## config.mk

```make
export PLATFORM = sky130hd
export DESIGN_NAME = shared_array_double_stack_unit_flat
export DESIGN_NICKNAME = d
export VERILOG_FILES = /design/src/design/sads_pkg.sv /design/src/design/sads_req_if.sv /design/src/design/sads_rsp_if.sv /design/src/design/sads_ctrl.sv /design/src/design/sads_dp.sv /design/src/design/shared_array_double_stack_unit.sv /design/src/flat_wrapper.sv
export VERILOG_INCLUDE_DIRS = /design/src /design/src/design
export SDC_FILE = /design/constraint.sdc
export NUM_CORES = 2
export LEC_CHECK = 0
export BUFFER_PORTS_ARGS = -buffer_cell sky130_fd_sc_hd__buf_4
export CORE_MARGIN = 1.5
export CORE_UTILIZATION = 45
export DETAILED_ROUTE_END_ITERATION = 10
export HOLD_SLACK_MARGIN = 0.12
export SYNTH_ARGS = -nofsm -noshare
export SYNTH_HDL_FRONTEND = slang
export SYNTH_SLANG_ARGS = --single-unit
```

## constraint.sdc

```tcl
create_clock -name clk -period 9.5 [get_ports clk]
set_input_delay 0.95 -clock clk [delete_from_list [all_inputs] [get_ports clk]]
set_output_delay 0.95 -clock clk [all_outputs]
set_load 0.01 [all_outputs]
```

## src/design/shared_array_double_stack_unit_assert.svh

```systemverilog
// Assertion macros for the two-stack unit.
// Used by the top level only; needs no package.
`ifndef SHARED_ARRAY_DOUBLE_STACK_UNIT_ASSERT_SVH
`define SHARED_ARRAY_DOUBLE_STACK_UNIT_ASSERT_SVH

// Check that a condition implies another in the same cycle.
`define SADS_ASSERT_NOW(label, clk, rst_n, ante, cons) \
    label: assert property (@(posedge clk) disable iff (!rst_n) (ante) |-> (cons)) \
        else $error("two-stack unit: same-cycle check failed");

// Check that a condition implies another in the next cycle.
`define SADS_ASSERT_NEXT(label, clk, rst_n, ante, cons) \
    label: assert property (@(posedge clk) disable iff (!rst_n) (ante) |=> (cons)) \
        else $error("two-stack unit: next-cycle check failed");

`endif

```

## src/design/sads_pkg.sv

```systemverilog
// Package for the two-stack unit: action and status codes, field widths,
// and the command/status structs between controller and datapath. No dependencies.
`timescale 1ns / 1ps

package sads_pkg;

    localparam int DEPTH_DEF = 64;

    localparam int ACT_W = 3;
    localparam int KEY_W = 32;
    localparam int STS_W = 2;
    localparam int OCC_W = 7;

    localparam logic [ACT_W-1:0] ACT_PUSH  = 3'd0;
    localparam logic [ACT_W-1:0] ACT_POP   = 3'd1;
    localparam logic [ACT_W-1:0] ACT_SIZE  = 3'd2;
    localparam logic [ACT_W-1:0] ACT_LIST  = 3'd3;
    localparam logic [ACT_W-1:0] ACT_CLEAR = 3'd4;

    localparam logic [STS_W-1:0] ST_DONE  = 2'd0;
    localparam logic [STS_W-1:0] ST_FULL  = 2'd1;
    localparam logic [STS_W-1:0] ST_EMPTY = 2'd2;

    typedef struct packed {
        logic exec;
        logic list_start;
        logic list_emit;
    } sads_cmd_t;

    typedef struct packed {
        logic out_free;
        logic sel_empty;
        logic last_entry;
    } sads_sts_t;

endpackage

```

## src/design/sads_req_if.sv

```systemverilog
// Request channel of the two-stack unit: valid/ready plus request fields.
// Depends on sads_pkg.
`timescale 1ns / 1ps

interface sads_req_if import sads_pkg::*; ();
    logic                    valid;
    logic                    ready;
    logic [ACT_W-1:0]        action;
    logic                    stack_select;
    logic signed [KEY_W-1:0] key_value;

    modport source (output valid, action, stack_select, key_value, input ready);
    modport sink (input valid, action, stack_select, key_value, output ready);
endinterface

```

## src/design/sads_rsp_if.sv

```systemverilog
// Result channel of the two-stack unit: valid/ready plus result fields.
// Depends on sads_pkg.
`timescale 1ns / 1ps

interface sads_rsp_if import sads_pkg::*; ();
    logic                    valid;
    logic                    ready;
    logic [STS_W-1:0]        status;
    logic signed [KEY_W-1:0] entry_value;
    logic [OCC_W-1:0]        occupancy;
    logic                    last_result;

    modport source (output valid, status, entry_value, occupancy, last_result, input ready);
    modport sink (input valid, status, entry_value, occupancy, last_result, output ready);
endinterface

```

## src/design/sads_ctrl.sv

```systemverilog
// Controller of the two-stack unit: accepts requests and sequences list output.
// Depends on sads_pkg.
`timescale 1ns / 1ps

module sads_ctrl import sads_pkg::*; (
    input  logic             clk,
    input  logic             rst_n,
    input  logic             req_valid,
    input  logic [ACT_W-1:0] req_action,
    output logic             req_ready,
    input  sads_sts_t        sts,
    output sads_cmd_t        cmd
);

    localparam logic S_IDLE = 1'b0;
    localparam logic S_LIST = 1'b1;

    logic state_reg;
    logic state_next;
    logic accept;

    assign req_ready = (state_reg == S_IDLE) && sts.out_free;
    assign accept    = req_valid && req_ready;

    always_comb
    begin
        state_next     = state_reg;
        cmd.exec       = 1'b0;
        cmd.list_start = 1'b0;
        cmd.list_emit  = 1'b0;
        unique case (state_reg)
            S_IDLE:
            begin
                if (accept)
                begin
                    if ((req_action == ACT_LIST) && !sts.sel_empty)
                    begin
                        cmd.list_start = 1'b1;
                        state_next     = S_LIST;
                    end
                    else
                    begin
                        cmd.exec = 1'b1;
                    end
                end
            end
            S_LIST:
            begin
                if (sts.out_free)
                begin
                    cmd.list_emit = 1'b1;
                    if (sts.last_entry)
                    begin
                        state_next = S_IDLE;
                    end
                end
            end
            default:
            begin
                state_next = S_IDLE;
            end
        endcase
    end

    always_ff @(posedge clk or negedge rst_n)
    begin
        if (!rst_n)
        begin
            state_reg <= S_IDLE;
        end
        else
        begin
            state_reg <= state_next;
        end
    end

endmodule

```

## src/design/sads_dp.sv

```systemverilog
// Datapath of the two-stack unit: shared entry memory, stack counts,
// list pointer and result register. Depends on sads_pkg.
`timescale 1ns / 1ps

module sads_dp import sads_pkg::*; #(
    parameter int DEPTH = DEPTH_DEF
) (
    input  logic                    clk,
    input  logic                    rst_n,
    input  logic [ACT_W-1:0]        req_action,
    input  logic                    req_stack_select,
    input  logic signed [KEY_W-1:0] req_key_value,
    input  sads_cmd_t               cmd,
    output sads_sts_t               sts,
    input  logic                    rsp_ready,
    output logic                    rsp_valid,
    output logic [STS_W-1:0]        rsp_status,
    output logic signed [KEY_W-1:0] rsp_entry_value,
    output logic [OCC_W-1:0]        rsp_occupancy,
    output logic                    rsp_last_result
);

    localparam int CNT_W  = $clog2(DEPTH + 1);
    localparam int ADDR_W = $clog2(DEPTH);
    localparam logic [CNT_W-1:0] DEPTH_C = CNT_W'(DEPTH);
    localparam logic [CNT_W-1:0] ONE_C   = CNT_W'(1);

    logic [KEY_W-1:0] mem [DEPTH];
    logic [KEY_W-1:0] rdata_reg;

    logic [CNT_W-1:0]  lower_reg, lower_next;
    logic [CNT_W-1:0]  upper_reg, upper_next;
    logic [CNT_W-1:0]  remain_reg;
    logic [ADDR_W-1:0] ptr_reg;
    logic              list_upper_reg;
    logic              out_valid_reg;

    logic [STS_W-1:0]        status_reg;
    logic signed [KEY_W-1:0] entry_reg;
    logic [OCC_W-1:0]        occ_reg;
    logic                    last_reg;

    logic [CNT_W-1:0]  total;
    logic [CNT_W-1:0]  total_next;
    logic [CNT_W-1:0]  sel_cnt;
    logic [CNT_W-1:0]  up_push_w;
    logic [CNT_W-1:0]  up_start_w;
    logic [CNT_W-1:0]  lo_start_w;
    logic [STS_W-1:0]  res_status;
    logic              wr_en;
    logic [ADDR_W-1:0] wr_addr;
    logic              rd_en;
    logic [ADDR_W-1:0] rd_addr;
    logic [ADDR_W-1:0] step_addr;
    logic              load;

    assign total      = lower_reg + upper_reg;
    assign total_next = lower_next + upper_next;
    assign sel_cnt    = req_stack_select ? upper_reg : lower_reg;
    assign up_push_w  = DEPTH_C - ONE_C - upper_reg;
    assign up_start_w = DEPTH_C - upper_reg;
    assign lo_start_w = lower_reg - ONE_C;

    assign sts.out_free   = !out_valid_reg || rsp_ready;
    assign sts.sel_empty  = (sel_cnt == '0);
    assign sts.last_entry = (remain_reg == ONE_C);

    always_comb
    begin
        lower_next = lower_reg;
        upper_next = upper_reg;
        wr_en      = 1'b0;
        wr_addr    = lower_reg[ADDR_W-1:0];
        res_status = ST_DONE;
        if (cmd.exec)
        begin
            unique case (req_action)
                ACT_PUSH:
                begin
                    if (total >= DEPTH_C)
                    begin
                        res_status = ST_FULL;
                    end
                    else if (req_stack_select)
                    begin
                        upper_next = upper_reg + ONE_C;
                        wr_en      = 1'b1;
                        wr_addr    = up_push_w[ADDR_W-1:0];
                    end
                    else
                    begin
                        lower_next = lower_reg + ONE_C;
                        wr_en      = 1'b1;
                    end
                end
                ACT_POP:
                begin
                    if (sel_cnt == '0)
                    begin
                        res_status = ST_EMPTY;
                    end
                    else if (req_stack_select)
                    begin
                        upper_next = upper_reg - ONE_C;
                    end
                    else
                    begin
                        lower_next = lower_reg - ONE_C;
                    end
                end
                ACT_LIST:
                begin
                    res_status = ST_EMPTY;
                end
                ACT_CLEAR:
                begin
                    lower_next = '0;
                    upper_next = '0;
                end
                default:
                begin
                    res_status = ST_DONE;
                end
            endcase
        end
    end

    assign step_addr = list_upper_reg ? (ptr_reg + ADDR_W'(1)) : (ptr_reg - ADDR_W'(1));
    assign rd_en     = cmd.list_start || cmd.list_emit;
    assign load      = cmd.exec || cmd.list_emit;

    always_comb
    begin
        if (cmd.list_start)
        begin
            rd_addr = req_stack_select ? up_start_w[ADDR_W-1:0] : lo_start_w[ADDR_W-1:0];
        end
        else
        begin
            rd_addr = step_addr;
        end
    end

    always_ff @(posedge clk)
    begin
        if (wr_en)
        begin
            mem[wr_addr] <= req_key_value;
        end
        if (rd_en)
        begin
            rdata_reg <= mem[rd_addr];
        end
    end

    always_ff @(posedge clk or negedge rst_n)
    begin
        if (!rst_n)
        begin
            lower_reg      <= '0;
            upper_reg      <= '0;
            remain_reg     <= '0;
            ptr_reg        <= '0;
            list_upper_reg <= 1'b0;
            out_valid_reg  <= 1'b0;
        end
        else
        begin
            lower_reg <= lower_next;
            upper_reg <= upper_next;
            if (rd_en)
            begin
                ptr_reg <= rd_addr;
            end
            if (cmd.list_start)
            begin
                remain_reg     <= sel_cnt;
                list_upper_reg <= req_stack_select;
            end
            else if (cmd.list_emit)
            begin
                remain_reg <= remain_reg - ONE_C;
            end
            if (load)
            begin
                out_valid_reg <= 1'b1;
            end
            else if (rsp_ready)
            begin
                out_valid_reg <= 1'b0;
            end
        end
    end

    always_ff @(posedge clk)
    begin
        if (cmd.exec)
        begin
            status_reg <= res_status;
            entry_reg  <= '0;
            occ_reg    <= OCC_W'(total_next);
            last_reg   <= 1'b1;
        end
        else if (cmd.list_emit)
        begin
            status_reg <= ST_DONE;
            entry_reg  <= rdata_reg;
            occ_reg    <= OCC_W'(total);
            last_reg   <= (remain_reg == ONE_C);
        end
    end

    assign rsp_valid       = out_valid_reg;
    assign rsp_status      = status_reg;
    assign rsp_entry_value = entry_reg;
    assign rsp_occupancy   = occ_reg;
    assign rsp_last_result = last_reg;

endmodule

```

## src/design/shared_array_double_stack_unit.sv

```systemverilog
// Top level of the two-stack unit: joins controller and datapath to the channels.
// Depends on sads_pkg, sads_req_if, sads_rsp_if, sads_ctrl, sads_dp and the assert header.
//
//   channel  direction  fields
//   req      in         action, stack_select, key_value
//   rsp      out        status, entry_value, occupancy, last_result
//
// Push, pop, size, clear and listing an empty stack give one result each and may
// follow each other in consecutive cycles while results are taken. Listing a stack
// of n entries first reads the first entry from the single memory read port, then
// gives one entry per cycle while results are taken. Reset clears both counts at
// once; the entry memory is not cleared. A stalled result holds the result register
// and blocks new requests until taken.
`timescale 1ns / 1ps
`include "shared_array_double_stack_unit_assert.svh"

module shared_array_double_stack_unit import sads_pkg::*; #(
    parameter int DEPTH = DEPTH_DEF
) (
    input  logic        clk,
    input  logic        rst_n,
    sads_req_if.sink    req,
    sads_rsp_if.source  rsp
);

    sads_cmd_t cmd;
    sads_sts_t sts;

    sads_ctrl u_ctrl (
        .clk        (clk),
        .rst_n      (rst_n),
        .req_valid  (req.valid),
        .req_action (req.action),
        .req_ready  (req.ready),
        .sts        (sts),
        .cmd        (cmd)
    );

    sads_dp #(
        .DEPTH (DEPTH)
    ) u_dp (
        .clk              (clk),
        .rst_n            (rst_n),
        .req_action       (req.action),
        .req_stack_select (req.stack_select),
        .req_key_value    (req.key_value),
        .cmd              (cmd),
        .sts              (sts),
        .rsp_ready        (rsp.ready),
        .rsp_valid        (rsp.valid),
        .rsp_status       (rsp.status),
        .rsp_entry_value  (rsp.entry_value),
        .rsp_occupancy    (rsp.occupancy),
        .rsp_last_result  (rsp.last_result)
    );

    `SADS_ASSERT_NOW(a_occ_bound, clk, rst_n, rsp.valid, rsp.occupancy <= OCC_W'(DEPTH))
    `SADS_ASSERT_NOW(a_mid_list_done, clk, rst_n, rsp.valid && !rsp.last_result, rsp.status == ST_DONE)
    `SADS_ASSERT_NOW(a_no_accept_in_list, clk, rst_n, cmd.list_emit, !req.ready)
    `SADS_ASSERT_NEXT(a_list_holds_req, clk, rst_n, cmd.list_start, !req.ready)

endmodule
```

## src/flat_wrapper.sv

```systemverilog
// flat-port wrapper written by rule: the top's interface ports become plain ports
module shared_array_double_stack_unit_flat import sads_pkg::*;
#(
    parameter int DEPTH = DEPTH_DEF
)
  (clk, rst_n, req_valid, req_action, req_stack_select, req_key_value, req_ready, rsp_valid, rsp_status, rsp_entry_value, rsp_occupancy, rsp_last_result, rsp_ready);
  sads_req_if req_i ();
  sads_rsp_if rsp_i ();
  input  logic clk;
  input  logic rst_n;
  input wire logic [$bits(req_i.valid)-1:0] req_valid;
  input wire logic [$bits(req_i.action)-1:0] req_action;
  input wire logic [$bits(req_i.stack_select)-1:0] req_stack_select;
  input wire logic [$bits(req_i.key_value)-1:0] req_key_value;
  output wire logic [$bits(req_i.ready)-1:0] req_ready;
  output wire logic [$bits(rsp_i.valid)-1:0] rsp_valid;
  output wire logic [$bits(rsp_i.status)-1:0] rsp_status;
  output wire logic [$bits(rsp_i.entry_value)-1:0] rsp_entry_value;
  output wire logic [$bits(rsp_i.occupancy)-1:0] rsp_occupancy;
  output wire logic [$bits(rsp_i.last_result)-1:0] rsp_last_result;
  input wire logic [$bits(rsp_i.ready)-1:0] rsp_ready;
  assign req_i.valid = req_valid;
  assign req_i.action = req_action;
  assign req_i.stack_select = req_stack_select;
  assign req_i.key_value = req_key_value;
  assign req_ready = req_i.ready;
  assign rsp_valid = rsp_i.valid;
  assign rsp_status = rsp_i.status;
  assign rsp_entry_value = rsp_i.entry_value;
  assign rsp_occupancy = rsp_i.occupancy;
  assign rsp_last_result = rsp_i.last_result;
  assign rsp_i.ready = rsp_ready;
  shared_array_double_stack_unit #(.DEPTH(DEPTH)) u_core (.clk(clk), .rst_n(rst_n), .req(req_i), .rsp(rsp_i));
endmodule
```

==> results by group <==
STA
  – Tmin final: 6150 ps
  – Max Clk Rate: 163 MHz
  – Setup violators final: 0
  – Hold Vio Cnt, Final: 0
  – Crit share post-route: 0.647
  – Max-slew headroom: 0.159
  – Worst-margin pin slew: 1260 ps
  – Setup TNS Final: 0 ps
  – Setup Skew: roughly 38 ps
  – Slew Viols, Final: 0
  – RSZ-0062 raised after global routing: false

Routing
  – DRC: 0
  – Vias: 51900
  – Final ANT Viol Nets: 0
  – Vias per inst: 6.02
  – Drt pass-1 iters: 5
  – Iter 0 DRT Violations: between 6000 and 7000
  – Wire per inst: between 20 and 30 um
  – Routed Wire Length: 245000 um

Placed design
  – DP Cell Count: between 8000 and 9000
  – Number of port buffers: 83
  – Placed cell area: 0.0896 mm2
  – Placer Congestion: 0.880
  – HPWL after DPL: 134000 um

Worst setup path
  – Worst Path Required: 9930 ps
  – Critical path endpoint category: flip-flop
  – CP Max Fanout: 32
  – Slowest cell on crit path: nor2_4
  – Critical path type: reg2reg
  – Worst path cell trace: ha_1 -> fa_1 -> a211o_1 -> a21o_1 -> a211oi_2 -> or2_2 -> nand4_1 -> mux2i_1 -> nand2_1 -> nor2_4
  – Arr. time, crit path: around 6600 ps
  – CP max stage delay: between 1000 and 1500 ps
  – Startpoint Class: flip-flop

Layout
  – Commonest non-fill, non-tap cell in the layout: edfxtp_1
  – P&R area growth vs syn: 12.3%
  – Max FFs per register: 2048
  – Final instance area: 0.0964 mm2
  – Nets@finish: 5987
  – Non-Filler Instances: 8620
  – Fraction of layout cells with a size suffix above 1: 0.0978
  – Most frequent cells in the layout: edfxtp_1 (2089), nand2_1 (1149), mux2i_1 (542)

Run status
  – Outcome: finished, final reports clean

Yosys
  – #FFs+latches synth: about 2200
  – Top cell type by total area after synthesis: edfxtp_1
  – Post-synth EDFFs: around 2100
  – Yosys cell types: 70
  – Mean Syn Cell Area: approximately 15 um2
  – Syn Nets: 5950
  – Yosys top cell area share: 0.731
  – Gate count of the mapped netlist: about 5900
  – Synth area leaders: edfxtp_1 (73%), mux2i_1 (6.3%), nand2_1 (5.0%)
  – Post-synth ARST share: 0.0139
  – Synth Warn #: 0
  – Sequential fraction of the synthesis area: 0.747
  – Primary FF master, synth: edfxtp_1
  – Synth Cell Area: between 0.08 and 0.09 mm2

Global route
  – Initial antenna violation count: 6
  – First-pass GRT wire length: 350000 um
  – Largest net degree at the start of global routing: 150
  – GR Overflow Total: 0
  – Vias in the first global route: slightly below 50000
  – Overall routing resource usage: 0.250

Floorplan
  – Chip width: 440 um
  – Die area: roughly 0.19 mm2
  – Num rows: 160
  – I/O pins: 84
  – Initial Utilization: 0.452
  – Die Y: 440 um
  – Core region area: 0.190 mm2

Flow run
  – Max cap viols: 0

Clock tree
  – Num CTS Buffers: 213
  – Latest clock arrival within the worst-skew pair: 840 ps
  – CTS sink cnt: approximately 2200
  – Post-CTS Setup Bufs: 0
  – Clock transition at path regs: 60 ps
  – Maximum root-to-sink buffer count: 3
  – Resized cells post-CTS: 0
  – CTS tree: done
  – CTS root buffer: clkbuf_16
  – H-tree Lvls: 4

Min path
  – Hold WC Path Type: reg2reg
==> critical path, delay by kind of cell, from the launching register on <==
family,cells,cell delay [ps]
AND/OR/NAND/NOR,4,2860
adder cells (fa/ha/maj),2,730
AO/OA/AOI/OAI,3,960
flip-flops,1,510
multiplexers,1,660
==> cells in the mapped netlist, types with 17 or more instances <==
library cell	count
mux2i_1	543
edfxtp_1	2089
nor4_1	40
clkbuf_1	214
a311oi_1	79
nor3_1	52
nand2_1	1150
nand4_1	29
nor2_1	114
a21oi_1	162
dfxtp_1	33
o22ai_1	136
or3_1	79
inv_1	17
buf_1	24
o21ai_0	42
nand3_1	460
o221ai_1	87
a311o_1	49
a31oi_1	96
dfrtp_1	30
buf_2	120
ha_1	22
==> final timing paths <==
check | from | end | slack (ps) | cells past startpoint
max | u_core.u_dp.lower_reg[0]$_DFF_PN0_ | u_core.u_dp.mem[28][5]$_DFFE_PP_ | 3350 | 10
min | u_core.u_dp.rsp_entry_value[21]$_SDFFE_PP0P_ | u_core.u_dp.rsp_entry_value[21]$_SDFFE_PP0P_ | 460 | 2
max reg2reg | u_core.u_dp.lower_reg[0]$_DFF_PN0_ | u_core.u_dp.mem[28][5]$_DFFE_PP_ | 3350 | 10
min reg2reg | u_core.u_dp.rsp_entry_value[21]$_SDFFE_PP0P_ | u_core.u_dp.rsp_entry_value[21]$_SDFFE_PP0P_ | 460 | 2
max in group asynchronous | rst_n | u_core.u_dp.ptr_reg[0]$_DFFE_PN0P_ | 8560 | 2
min in group asynchronous | rst_n | u_core.u_dp.upper_reg[3]$_DFF_PN0_ | 610 | 2
==> layer usage <==
metal	global-route usage	vias up	wire, um
li1	-	22700	-
met1	0.359	26600	104000
met2	0.387	2285	112000
met3	0.0480	346	21300
met4	0.0741	0	7030
met5	0	-	0
==> layout make-up <==
class | count | area (um2)
antenna | 2 | 5.00
tap | 2511 | 3140
clock buffer | 275 | 5770
fill | 15900 | 93300
clock inverter | 125 | 1040
sequential | 2152 | 64100
timing repair buffer | 202 | 1710
multi-input combinational | 3334 | 20600
inverter | 19 | 72.6
==> through the flow <==
step,hold WS (ps),util,worst slack (ps)
final,457,0.508,3350
after global placement,453,0.472,2980
after detailed placement,450,0.472,2980
after floorplan,471,-,4460
after global routing,474,0.508,3120
after CTS,458,0.508,3500
==> repair_timing <==
item                                    CTS  global route
endpoints found under the hold margin    30             0
hold buffers                              1             0
endpoints found under the setup margin    0             0
==> cell families after synthesis <==
kind of cell               after synthesis  synth area share
AOI/OAI and AO/OA                      766            0.0625
buffers and inverters                  399            0.0205
adders and majority gates               25           0.00391
muxes                                  543            0.0633
DFF                                   2152             0.747
xor gates and xnor gates                26           0.00265
and+or+nand+nor                       1974            0.0999
Power is left out: the tool's default activity adds up to more than one toggle a clock period on the data nets, which glitch-free logic cannot reach.
